### src/rtl/kf2d_pkg.sv
`timescale 1ns / 1ps
// ----------------------------------------------------------------------------
// kf2d_pkg: shared types, codes and microcode for the 2-state Kalman filter
// Holds the operation codes, register indexes, operand slots, the shared unit
// request struct and the microcode store that drives the sequencer.
// ----------------------------------------------------------------------------
package kf2d_pkg;

    localparam int FRAC_BITS_DEF = 16;
    localparam int WORD_BITS_DEF = 32;
    localparam int PC_BITS       = 7;
    localparam int NUM_CFG       = 8;
    localparam int NUM_ST        = 20;

    // input operation codes
    localparam logic [2:0] OP_RESTART   = 3'd0;
    localparam logic [2:0] OP_PREDICT   = 3'd1;
    localparam logic [2:0] OP_PRED_ACC  = 3'd2;
    localparam logic [2:0] OP_UPD_POS   = 3'd3;
    localparam logic [2:0] OP_UPD_BOTH  = 3'd4;

    // configuration register indexes
    localparam logic [2:0] REG_Q_POS    = 3'd0;
    localparam logic [2:0] REG_Q_VEL    = 3'd1;
    localparam logic [2:0] REG_R_POS    = 3'd2;
    localparam logic [2:0] REG_R_VEL    = 3'd3;
    localparam logic [2:0] REG_INIT_POS = 3'd4;
    localparam logic [2:0] REG_INIT_VEL = 3'd5;
    localparam logic [2:0] REG_INIT_PPV = 3'd6;
    localparam logic [2:0] REG_INIT_VVV = 3'd7;

    localparam logic [31:0] CFG_RESET [NUM_CFG] = '{
        32'd655, 32'd6554, 32'd32768, 32'd65536000,
        32'd0, 32'd0, 32'd6553600, 32'd6553600
    };

    // microcode program entry points
    localparam logic [PC_BITS-1:0] PC_RESTART  = 7'd0;
    localparam logic [PC_BITS-1:0] PC_PRED_ACC = 7'd11;
    localparam logic [PC_BITS-1:0] PC_PREDICT  = 7'd20;
    localparam logic [PC_BITS-1:0] PC_COV      = 7'd22;
    localparam logic [PC_BITS-1:0] PC_UPD_POS  = 7'd34;
    localparam logic [PC_BITS-1:0] PC_UPD_BOTH = 7'd52;
    localparam logic [PC_BITS-1:0] PC_HALT     = 7'd104;

    typedef enum logic [2:0] {
        UC_ADD, UC_SUB, UC_MUL, UC_DIV, UC_DIVP, UC_BRZ, UC_JMP, UC_END
    } t_uop;

    // operand slots: writable state and temporaries first, then read-only sources
    typedef enum logic [5:0] {
        S_POS, S_VEL, S_P0, S_P1, S_P2, S_P3, S_K0, S_K1, S_K2, S_K3,
        S_T0, S_T1, S_T2, S_T3, S_T4, S_T5, S_T6, S_T7, S_T8, S_T9,
        S_DT, S_ACC, S_ZP, S_ZV, S_ZERO, S_ONE, S_HALF,
        S_QP, S_QV, S_RP, S_RV, S_IP, S_IV, S_IPV, S_IVV
    } t_slot;

    typedef struct packed {
        t_uop               op;
        t_slot              a;
        t_slot              b;
        t_slot              d;
        logic [PC_BITS-1:0] tgt;
    } t_uinst;

    typedef struct packed {
        logic start;
        t_uop op;
    } t_alu_req;

    function automatic t_uinst f_u(input t_uop op, input t_slot a, input t_slot b,
                                   input t_slot d);
        t_uinst r;
        r.op  = op;
        r.a   = a;
        r.b   = b;
        r.d   = d;
        r.tgt = '0;
        return r;
    endfunction

    function automatic t_uinst f_ucode(input logic [PC_BITS-1:0] pc);
        t_uinst r;
        r = f_u(UC_END, S_ZERO, S_ZERO, S_ZERO);
        case (pc)
            // restart from configured values
            7'd0:   r = f_u(UC_ADD, S_IP,   S_ZERO, S_POS);
            7'd1:   r = f_u(UC_ADD, S_IV,   S_ZERO, S_VEL);
            7'd2:   r = f_u(UC_ADD, S_IPV,  S_ZERO, S_P0);
            7'd3:   r = f_u(UC_ADD, S_ZERO, S_ZERO, S_P1);
            7'd4:   r = f_u(UC_ADD, S_ZERO, S_ZERO, S_P2);
            7'd5:   r = f_u(UC_ADD, S_IVV,  S_ZERO, S_P3);
            7'd6:   r = f_u(UC_ADD, S_ZERO, S_ZERO, S_K0);
            7'd7:   r = f_u(UC_ADD, S_ZERO, S_ZERO, S_K1);
            7'd8:   r = f_u(UC_ADD, S_ZERO, S_ZERO, S_K2);
            7'd9:   r = f_u(UC_ADD, S_ZERO, S_ZERO, S_K3);
            // predict with acceleration
            7'd11:  r = f_u(UC_MUL, S_HALF, S_ACC,  S_T0);
            7'd12:  r = f_u(UC_MUL, S_T0,   S_DT,   S_T0);
            7'd13:  r = f_u(UC_MUL, S_T0,   S_DT,   S_T0);
            7'd14:  r = f_u(UC_MUL, S_VEL,  S_DT,   S_T1);
            7'd15:  r = f_u(UC_ADD, S_T1,   S_T0,   S_T0);
            7'd16:  r = f_u(UC_ADD, S_POS,  S_T0,   S_POS);
            7'd17:  r = f_u(UC_MUL, S_ACC,  S_DT,   S_T1);
            7'd18:  r = f_u(UC_ADD, S_VEL,  S_T1,   S_VEL);
            7'd19: begin
                r     = f_u(UC_JMP, S_ZERO, S_ZERO, S_ZERO);
                r.tgt = PC_COV;
            end
            // plain predict
            7'd20:  r = f_u(UC_MUL, S_VEL,  S_DT,   S_T0);
            7'd21:  r = f_u(UC_ADD, S_POS,  S_T0,   S_POS);
            // covariance predict
            7'd22:  r = f_u(UC_MUL, S_DT,   S_P2,   S_T1);
            7'd23:  r = f_u(UC_ADD, S_P0,   S_T1,   S_T1);
            7'd24:  r = f_u(UC_MUL, S_DT,   S_P3,   S_T2);
            7'd25:  r = f_u(UC_ADD, S_P1,   S_T2,   S_T2);
            7'd26:  r = f_u(UC_MUL, S_T2,   S_DT,   S_T3);
            7'd27:  r = f_u(UC_ADD, S_T1,   S_T3,   S_T3);
            7'd28:  r = f_u(UC_ADD, S_T3,   S_QP,   S_P0);
            7'd29:  r = f_u(UC_ADD, S_T2,   S_ZERO, S_P1);
            7'd30:  r = f_u(UC_MUL, S_P3,   S_DT,   S_T4);
            7'd31:  r = f_u(UC_ADD, S_P2,   S_T4,   S_P2);
            7'd32:  r = f_u(UC_ADD, S_P3,   S_QV,   S_P3);
            // position-only update
            7'd34:  r = f_u(UC_ADD,  S_P0,  S_RP,   S_T0);
            7'd35:  r = f_u(UC_DIVP, S_P0,  S_T0,   S_K0);
            7'd36:  r = f_u(UC_DIVP, S_P2,  S_T0,   S_K2);
            7'd37:  r = f_u(UC_ADD, S_ZERO, S_ZERO, S_K1);
            7'd38:  r = f_u(UC_ADD, S_ZERO, S_ZERO, S_K3);
            7'd39:  r = f_u(UC_SUB, S_ZP,   S_POS,  S_T1);
            7'd40:  r = f_u(UC_MUL, S_K0,   S_T1,   S_T2);
            7'd41:  r = f_u(UC_ADD, S_POS,  S_T2,   S_POS);
            7'd42:  r = f_u(UC_MUL, S_K2,   S_T1,   S_T2);
            7'd43:  r = f_u(UC_ADD, S_VEL,  S_T2,   S_VEL);
            7'd44:  r = f_u(UC_SUB, S_ONE,  S_K0,   S_T3);
            7'd45:  r = f_u(UC_MUL, S_K2,   S_P0,   S_T2);
            7'd46:  r = f_u(UC_SUB, S_P2,   S_T2,   S_P2);
            7'd47:  r = f_u(UC_MUL, S_K2,   S_P1,   S_T2);
            7'd48:  r = f_u(UC_SUB, S_P3,   S_T2,   S_P3);
            7'd49:  r = f_u(UC_MUL, S_T3,   S_P0,   S_P0);
            7'd50:  r = f_u(UC_MUL, S_T3,   S_P1,   S_P1);
            // position and velocity update
            7'd52:  r = f_u(UC_ADD, S_P0,   S_RP,   S_T0);
            7'd53:  r = f_u(UC_ADD, S_P3,   S_RV,   S_T1);
            7'd54:  r = f_u(UC_MUL, S_T0,   S_T1,   S_T2);
            7'd55:  r = f_u(UC_MUL, S_P1,   S_P2,   S_T3);
            7'd56:  r = f_u(UC_SUB, S_T2,   S_T3,   S_T2);
            7'd57:  r = f_u(UC_BRZ, S_T2,   S_ZERO, S_ZERO);
            7'd58:  r = f_u(UC_MUL, S_P0,   S_T1,   S_T3);
            7'd59:  r = f_u(UC_MUL, S_P1,   S_P2,   S_T4);
            7'd60:  r = f_u(UC_SUB, S_T3,   S_T4,   S_T3);
            7'd61:  r = f_u(UC_DIV, S_T3,   S_T2,   S_K0);
            7'd62:  r = f_u(UC_MUL, S_P1,   S_T0,   S_T3);
            7'd63:  r = f_u(UC_MUL, S_P0,   S_P1,   S_T4);
            7'd64:  r = f_u(UC_SUB, S_T3,   S_T4,   S_T3);
            7'd65:  r = f_u(UC_DIV, S_T3,   S_T2,   S_K1);
            7'd66:  r = f_u(UC_MUL, S_P2,   S_T1,   S_T3);
            7'd67:  r = f_u(UC_MUL, S_P3,   S_P2,   S_T4);
            7'd68:  r = f_u(UC_SUB, S_T3,   S_T4,   S_T3);
            7'd69:  r = f_u(UC_DIV, S_T3,   S_T2,   S_K2);
            7'd70:  r = f_u(UC_MUL, S_P3,   S_T0,   S_T3);
            7'd71:  r = f_u(UC_MUL, S_P2,   S_P1,   S_T4);
            7'd72:  r = f_u(UC_SUB, S_T3,   S_T4,   S_T3);
            7'd73:  r = f_u(UC_DIV, S_T3,   S_T2,   S_K3);
            7'd74:  r = f_u(UC_SUB, S_ZP,   S_POS,  S_T3);
            7'd75:  r = f_u(UC_SUB, S_ZV,   S_VEL,  S_T4);
            7'd76:  r = f_u(UC_MUL, S_K0,   S_T3,   S_T5);
            7'd77:  r = f_u(UC_MUL, S_K1,   S_T4,   S_T6);
            7'd78:  r = f_u(UC_ADD, S_T5,   S_T6,   S_T5);
            7'd79:  r = f_u(UC_ADD, S_POS,  S_T5,   S_POS);
            7'd80:  r = f_u(UC_MUL, S_K2,   S_T3,   S_T5);
            7'd81:  r = f_u(UC_MUL, S_K3,   S_T4,   S_T6);
            7'd82:  r = f_u(UC_ADD, S_T5,   S_T6,   S_T5);
            7'd83:  r = f_u(UC_ADD, S_VEL,  S_T5,   S_VEL);
            7'd84:  r = f_u(UC_SUB, S_ONE,  S_K0,   S_T3);
            7'd85:  r = f_u(UC_SUB, S_ZERO, S_K1,   S_T4);
            7'd86:  r = f_u(UC_SUB, S_ZERO, S_K2,   S_T5);
            7'd87:  r = f_u(UC_SUB, S_ONE,  S_K3,   S_T6);
            7'd88:  r = f_u(UC_MUL, S_T3,   S_P0,   S_T7);
            7'd89:  r = f_u(UC_MUL, S_T4,   S_P2,   S_T8);
            7'd90:  r = f_u(UC_ADD, S_T7,   S_T8,   S_T7);
            7'd91:  r = f_u(UC_MUL, S_T3,   S_P1,   S_T8);
            7'd92:  r = f_u(UC_MUL, S_T4,   S_P3,   S_T9);
            7'd93:  r = f_u(UC_ADD, S_T8,   S_T9,   S_T8);
            7'd94:  r = f_u(UC_MUL, S_T5,   S_P0,   S_T9);
            7'd95:  r = f_u(UC_MUL, S_T6,   S_P2,   S_T0);
            7'd96:  r = f_u(UC_ADD, S_T9,   S_T0,   S_T9);
            7'd97:  r = f_u(UC_MUL, S_T5,   S_P1,   S_T0);
            7'd98:  r = f_u(UC_MUL, S_T6,   S_P3,   S_T1);
            7'd99:  r = f_u(UC_ADD, S_T0,   S_T1,   S_T0);
            7'd100: r = f_u(UC_ADD, S_T7,   S_ZERO, S_P0);
            7'd101: r = f_u(UC_ADD, S_T8,   S_ZERO, S_P1);
            7'd102: r = f_u(UC_ADD, S_T9,   S_ZERO, S_P2);
            7'd103: r = f_u(UC_ADD, S_T0,   S_ZERO, S_P3);
            default: r = f_u(UC_END, S_ZERO, S_ZERO, S_ZERO);
        endcase
        return r;
    endfunction

endpackage

### src/rtl/kf2d_alu.sv
`timescale 1ns / 1ps
// ----------------------------------------------------------------------------
// kf2d_alu: shared saturating fixed-point arithmetic unit
// Add and subtract into the result register, multiply via a product register
// then round and saturate; bit-serial divide, one quotient bit per cycle.
// ----------------------------------------------------------------------------
module kf2d_alu #(
    parameter int WORD_BITS = kf2d_pkg::WORD_BITS_DEF,
    parameter int FRAC_BITS = kf2d_pkg::FRAC_BITS_DEF
) (
    input  logic                        i_clk,
    input  logic                        i_rst_n,
    input  kf2d_pkg::t_alu_req          i_req,
    input  logic signed [WORD_BITS-1:0] i_a,
    input  logic signed [WORD_BITS-1:0] i_b,
    output logic                        o_done,
    output logic signed [WORD_BITS-1:0] o_res
);
    localparam int W  = WORD_BITS;
    localparam int MW = 2 * W + 1;
    localparam int NW = W + FRAC_BITS;
    localparam int CW = $clog2(NW + 1);

    typedef enum logic [2:0] {
        A_IDLE = 3'b001,
        A_MUL  = 3'b010,
        A_DIV  = 3'b100
    } t_astate;

    t_astate              r_state;
    logic                 r_done;
    logic signed [W-1:0]  r_res;
    logic                 r_neg;
    logic [2*W-1:0]       r_prod;
    logic [NW-1:0]        r_num;
    logic [NW-1:0]        r_quo;
    logic [W-1:0]         r_den;
    logic [W-1:0]         r_rem;
    logic [CW-1:0]        r_cnt;

    logic [W-1:0]         w_ma;
    logic [W-1:0]         w_mb;
    logic                 w_neg;
    logic signed [W:0]    w_sum;
    logic signed [W:0]    w_dif;
    logic [MW-1:0]        w_rnd;
    logic [W:0]           w_rsh;
    logic                 w_ge;
    logic [W:0]           w_rdf;

    // saturate an unsigned magnitude with a sign into the word range
    function automatic logic signed [W-1:0] f_from_mag(input logic neg,
                                                       input logic [MW-1:0] m);
        logic [MW-1:0] lim;
        logic [MW-1:0] mm;
        lim = (MW'(1) << (W - 1)) - (neg ? MW'(0) : MW'(1));
        mm  = (m > lim) ? lim : m;
        return neg ? -$signed(mm[W-1:0]) : $signed(mm[W-1:0]);
    endfunction

    function automatic logic signed [W-1:0] f_sat(input logic signed [W:0] v);
        if (v[W] != v[W-1]) begin
            return v[W] ? {1'b1, {(W-1){1'b0}}} : {1'b0, {(W-1){1'b1}}};
        end
        return v[W-1:0];
    endfunction

    // operand magnitudes and sign
    assign w_ma  = i_a[W-1] ? (~i_a + 1'b1) : i_a;
    assign w_mb  = i_b[W-1] ? (~i_b + 1'b1) : i_b;
    assign w_neg = i_a[W-1] ^ i_b[W-1];
    assign w_sum = {i_a[W-1], i_a} + {i_b[W-1], i_b};
    assign w_dif = {i_a[W-1], i_a} - {i_b[W-1], i_b};

    // rounding of the registered product
    assign w_rnd = ({1'b0, r_prod} + (MW'(1) << (FRAC_BITS - 1))) >> FRAC_BITS;

    // one restoring division step
    assign w_rsh = {r_rem, r_num[NW-1]};
    assign w_ge  = w_rsh >= {1'b0, r_den};
    assign w_rdf = w_rsh - {1'b0, r_den};

    // sequencing of the shared unit
    always_ff @(posedge i_clk) begin
        if (!i_rst_n) begin
            r_state <= A_IDLE;
            r_done  <= 1'b0;
        end else begin
            r_done <= 1'b0;
            unique case (r_state)
                A_IDLE: begin
                    if (i_req.start) begin
                        case (i_req.op) inside
                            kf2d_pkg::UC_ADD: begin
                                r_res  <= f_sat(w_sum);
                                r_done <= 1'b1;
                            end
                            kf2d_pkg::UC_SUB: begin
                                r_res  <= f_sat(w_dif);
                                r_done <= 1'b1;
                            end
                            kf2d_pkg::UC_MUL: begin
                                r_prod  <= w_ma * w_mb;
                                r_neg   <= w_neg;
                                r_state <= A_MUL;
                            end
                            kf2d_pkg::UC_DIV, kf2d_pkg::UC_DIVP: begin
                                if (i_b == '0 ||
                                    (i_req.op == kf2d_pkg::UC_DIVP && i_b[W-1])) begin
                                    r_res  <= '0;
                                    r_done <= 1'b1;
                                end else begin
                                    r_num   <= {w_ma, {FRAC_BITS{1'b0}}};
                                    r_den   <= w_mb;
                                    r_rem   <= '0;
                                    r_quo   <= '0;
                                    r_neg   <= w_neg;
                                    r_cnt   <= CW'(NW);
                                    r_state <= A_DIV;
                                end
                            end
                            default: begin
                                r_res  <= '0;
                                r_done <= 1'b1;
                            end
                        endcase
                    end
                end
                A_MUL: begin
                    r_res   <= f_from_mag(r_neg, w_rnd);
                    r_done  <= 1'b1;
                    r_state <= A_IDLE;
                end
                A_DIV: begin
                    r_num <= {r_num[NW-2:0], 1'b0};
                    r_rem <= w_ge ? w_rdf[W-1:0] : w_rsh[W-1:0];
                    r_quo <= {r_quo[NW-2:0], w_ge};
                    r_cnt <= r_cnt - 1'b1;
                    if (r_cnt == CW'(1)) begin
                        r_res   <= f_from_mag(r_neg, MW'({r_quo[NW-2:0], w_ge}));
                        r_done  <= 1'b1;
                        r_state <= A_IDLE;
                    end
                end
                default: r_state <= A_IDLE;
            endcase
        end
    end

    assign o_done = r_done;
    assign o_res  = r_res;

endmodule

### config.mk
export PLATFORM = sky130hd
export DESIGN_NAME = kf2d_alu
export DESIGN_NICKNAME = d
export VERILOG_FILES = /design/src/rtl/kf2d_pkg.sv /design/src/rtl/kf2d_alu.sv
export SDC_FILE = /design/constraint.sdc
export NUM_CORES = 2
export LEC_CHECK = 0
export BUFFER_PORTS_ARGS = -buffer_cell sky130_fd_sc_hd__buf_4
export CORE_MARGIN = 4
export CORE_UTILIZATION = 40
export DETAILED_ROUTE_END_ITERATION = 10
export PLACE_DENSITY = 0.65
export REMOVE_ABC_BUFFERS = 1
export SLEW_MARGIN = 20
export SYNTH_ARGS = -nofsm -noshare
export SYNTH_HDL_FRONTEND = slang
export SYNTH_SLANG_ARGS = --single-unit
### constraint.sdc
create_clock -name i_clk -period 16.7 [get_ports i_clk]
set_input_delay 5.01 -clock i_clk [delete_from_list [all_inputs] [get_ports i_clk]]
set_output_delay 5.01 -clock i_clk [all_outputs]
set_load 0.005 [all_outputs]
[After elaboration in Yosys (flattened, before gate mapping)]
Cells that the tools add are included.
Storage, ports and cells
  register bits: 266
  bits of input ports: 70
Cells by class
  order comparisons: 3
  eq/ne operators: 22
  multipliers: 1
  reductions and logical operators: 14
  multiplexer cells: 80
  add/subtract/negate cells: 10
  bitwise logic cells: 7
Operator list (count)
  two-way mux 32 bit: 26
  two-way mux 48 bit: 6
  two-way mux 47 bit: 6
  one-hot mux 32 bit (3 select lines): 1
  one-hot mux 48 bit (2 select lines): 1
  one-hot mux 47 bit (2 select lines): 1
  adder 64 x 16 -> 65 bit (second input constant): 1
  > comparator 48 x 65 -> 1 bit: 1
  > comparator 49 x 65 -> 1 bit: 1
  adder 32 x 1 -> 32 bit (second input constant): 2
  multiplier 32 x 32 -> 64 bit: 1
  negation 32 bit: 2
  NOT 32 bit: 2
  one-hot mux 32 bit (2 select lines): 1
  two-way mux 6 bit: 6
  adder 32 x 32 -> 33 bit: 1
  greater-or-equal comparator 33 x 32 -> 1 bit: 1
  subtractor 32 x 1 -> 33 bit (first input constant): 1
  subtractor 32 x 32 -> 33 bit: 1
  zero test 32 bit: 1
  subtractor 32 bit: 1
  two-way mux 1 bit: 22
  two-way mux 3 bit: 7
  AND reduction 6 bit: 3
  25 further kinds: 41

[Longest topological paths before layout]
  depth in word-level cells: 13
  depth in mapped cells: 39

[Least setup slack after synthesis]
Ideal clock, no wire load.
  kind: input port to flip-flop
  start: input port i_b[0]
  end: register r_cnt[0], enable pin
  stages on the path: 9
  slack: 1097 ps
  required time: 15922 ps
  buffers on the path: 1
  library setup time: 778 ps
  arrival: 14825 ps
  cells stage by stage: inv_1 -> clkbuf_1 -> ha_1 -> nand3_1 -> or3_1 -> nand2b_1 -> o2bb2a_1 -> nand3_1 -> a221oi_1
On the way
  cells in the longest elaborated chain, start to end: 4
Ends and longest elaborated chain
  start: declaration: RTL line kf2d_alu.sv:15  | input logic signed [WORD_BITS-1:0] i_b,
  zero test 32 bit: RTL line kf2d_alu.sv:108  | if (i_b == '0 ||
  logical OR 1 bit: RTL line kf2d_alu.sv:108
  != test 2 bit (no source line)
  AND reduction 8 bit (no source line)
  end signal: assignment: RTL line kf2d_alu.sv:118  | r_cnt <= CW'(NW);
  end signal: assignment: RTL line kf2d_alu.sv:138  | r_cnt <= r_cnt - 1'b1;
  end: declaration: RTL line kf2d_alu.sv:39  | logic [CW-1:0] r_cnt;
Every way passes these cells.
A chain may end at the register's enable or synchronous reset.

[Worst setup path after layout]
  start: input port i_a[0]
  end: register r_prod[63], data pin
On the way
  cells in the longest elaborated chain, start to end: 4
Ends and longest elaborated chain
  start: declaration: RTL line kf2d_alu.sv:14  | input logic signed [WORD_BITS-1:0] i_a,
  NOT 32 bit: RTL line kf2d_alu.sv:69  | assign w_ma = i_a[W-1] ? (~i_a + 1'b1) : i_a;
  adder 32 x 1 -> 32 bit: RTL line kf2d_alu.sv:69
  two-way mux 32 bit *: RTL line kf2d_alu.sv:69
  multiplier 32 x 32 -> 64 bit *: RTL line kf2d_alu.sv:103  | r_prod <= w_ma * w_mb;
  end signal: assignment: RTL line kf2d_alu.sv:103
  end: declaration: RTL line kf2d_alu.sv:34  | logic [2*W-1:0] r_prod;
Every way passes the cells marked *; elsewhere a longest branch is shown, timed or not.

==> metrics.md <==
| Metric | Value |
|---|---|
| Area grow syn2layout | 8.399% |
| Vias in the first global route | 44.70k |
| Syn avg cell area | 8.665 um^2 |
| CTS tree | built |
| Total GRT Usage | 0.2638 |
| Uppermost layer routed | met5 |
| # setup viols final | 0 |
| R2R depth | 30 |
| Endpoint class of the critical path | flip-flop |
| Worst-path maximum fanout | 13 |
| Dpl hpwl | 144000 um |
| Cells after synthesis | 6017 |
| Hold WC Path Type | flip-flop to flip-flop |
| CP Data Arrival Time | 15500 ps |
| Grt ovf | 0 |
| Post-Syn Area | 0.05214 mm^2 |
| Drt wl/cell | 23.14 um |
| Fin cells | 7784 |
| RSZ-0062 raised after global routing | false |
| Seq. cell area | 0.007017 mm^2 |
| Async S/R FF share, synth | 0 |
| Antenna Nets Post-Route | 0 |
| First-pass GRT wire length | 274400 um |
| Clock skew | 44.37 ps |
| Post-synth top flop | edfxtp_1 |
| Routed vias | 43.99k |
| I/O pin cnt | 103 |
| Rel. slew slack | 0.2635 |
| Status | completed |
| Gpl congestion | 0.9788 |
| Main area contributors after synthesis | fa_1 34%, edfxtp_1 13%, ha_1 10%, inv_1 7.9%, nor2_1 5.6% |
| Most frequent cell after synthesis | inv_1 |
| Post-Place Worst Slack | 1013 ps |
| Initial Utilization | 0.4027 |
| Root Buffer | clkbuf_16 |
| M1 WL | 71520 um |
| # placed instances | 7725 |
| FMAX | 65.82 MHz |
| Sequential share of the synthesized area | 0.1346 |
| MaxCap Viol Count | 0 |
| Worst setup SP type | primary input |
| PostCTS Resize Cnt | 0 |
| Clock latency on the worst-skew pair | 600 ps |
| Critical Path Start | i_a[0] |
| Core area | 0.1295 mm^2 |
| Most frequent cells after synthesis | 1092 x inv_1, 898 x fa_1, 775 x nor2_1, 667 x nand2_1, 427 x ha_1 |
| DRC Markers | 0 |
| Hold Vio Cnt, Final | 0 |
| Vias per inst | 5.651 |
| Min setup slack post-route | 1506 ps |
| Die Ht | 369.0 um |
| Worst-Margin Slew | 1105 ps |
| Die area | 0.1362 mm^2 |
| Area occupied by multi-input gates | 0.04032 mm^2 |
| H-Tree Depth | 1 |
| Synth top area share | 0.3448 |
| Cell mode on critical path | fa_1 |
| #FFs+latches synth | 235 |
| Number of synthesized flops with an enable pin | 231 |
| Die width | 369.0 um |
| Slew Viols, Final | 0 |
| CTS buffer count | 29 |
| Total Wirelength | 180100 um |
| Clock Tree Buf Depth | 3 |
| FP Rows | 132 |
| 1st-iter DRT viols | 4022 |
| Hold Buf Count CTS | 0 |
| WL met3 | 16930 um |
| Met2 wire length | 83070 um |
| Period utilisation layout | 0.9098 |
| Layout Nets | 7409 |
| Slowest stage delay, CP | 600 ps |
| Synth unique cells | 101 |
| WHS Path Cells | 2 |
| Reg-to-Reg Start | r_rem[9]$_SDFFCE_PN0P_ |
| Critical Path RT | 17010 ps |
| CTS sink cnt | 235 |
| Crit Path Category | primary input to flip-flop |
| Min-delay src | r_num[45]$_DFFE_PP_ |
| Clock slew at reported path FFs | 60 ps |
| Setup bufs post-CTS | 0 |
| Port bufs | 102 |
| Layout cell share with drive strength beyond 1 | 0.06692 |
| Setup TNS | 0 ps |
| Critical path's slowest cell | nor4b_1 |
| FILL cells | 12.88k |
| Initial antenna violation count | 7 |
| Drt pass-1 iters | 7 |
| Largest net degree at the start of global routing | 65 |
| Cell taking the most area after synthesis | fa_1 |
| Synth warn | 0 |
| Final worst path period need | 15190 ps |
-- final cells by class --
type                            count  area share
Clock buffer                       30     0.01291
Antenna cell                        5   0.0002214
Multi-Input combinational cell   4397      0.7134
Tap cell                         1742     0.03856
Sequential cell                   235      0.1242
Timing Repair Buffer              245     0.03299
Inverter                         1106     0.07345
Clock inverter                     24    0.004295
-- sequential cells by signal (all words and copies together) (netlist names) --
signal	count
o_done	1
o_res	32
r_cnt	6
r_den	32
r_neg	1
r_num	32
r_prod	49
r_quo	47
r_rem	32
r_state	3
-- cell families after synthesis --
group                    Yosys count  share of synthesized area
buffers and inverters           1385                     0.1012
flip-flops                       235                     0.1346
adder cells (fa/ha/maj)         1325                     0.4473
AND/OR/NAND/NOR                 1973                     0.1675
XOR/XNOR                         231                    0.03909
multiplexers                      25                   0.004871
AO/OA/AOI/OAI                    843                     0.1055
-- placed cells by master, fill, tap and decap left out, types with 77 or more instances in the layout --
master       n
fa_1       898
o21ai_0    167
xnor2_1    113
ha_1       427
inv_1     1092
nor2_1     772
buf_4      243
nand2_1    666
a21oi_1    265
nand3_1    102
and3_1      77
edfxtp_1   231
-- critical path, delay by kind of cell --
family	cells	cell delay (ps)
AOI/OAI and AO/OA	9	2650
adders and majority gates	10	4690
xor gates and xnor gates	2	600
buffers and inverters	6	550
and+or+nand+nor	6	1960
-- routing by layer --
| layer | GRT usage | up-vias |
|---|---|---|
| met3 | 0.05744 | 429 |
| met2 | 0.4257 | 2010 |
| li1 | - | 19250 |
| met5 | 0 | - |
| met1 | 0.3467 | 22290 |
| met4 | 0.1032 | 6 |
-- worst paths after layout --
kind / slack (ps) / to
worst max-delay path: 1510 / r_prod[63]$_DFFE_PP_
worst min-delay path: 550 / r_num[46]$_DFFE_PP_
worst max register to register: 8470 / o_res[20]$_DFFE_PP_
worst min register to register: 550 / r_num[46]$_DFFE_PP_
-- per-stage QoR --
step	instance area [um^2]	util	hold slack, ps
detailed placement	55530	0.4289	528.4
floorplan	51010	-	483.2
global placement	55530	0.4289	506.0
global route	56510	0.4364	572.6
CTS	56510	0.4364	543.6
finish	56520	0.4365	545.0
Power is not shown: default switching activity piles up to over one toggle a cycle in this logic, so the estimate is an artifact.
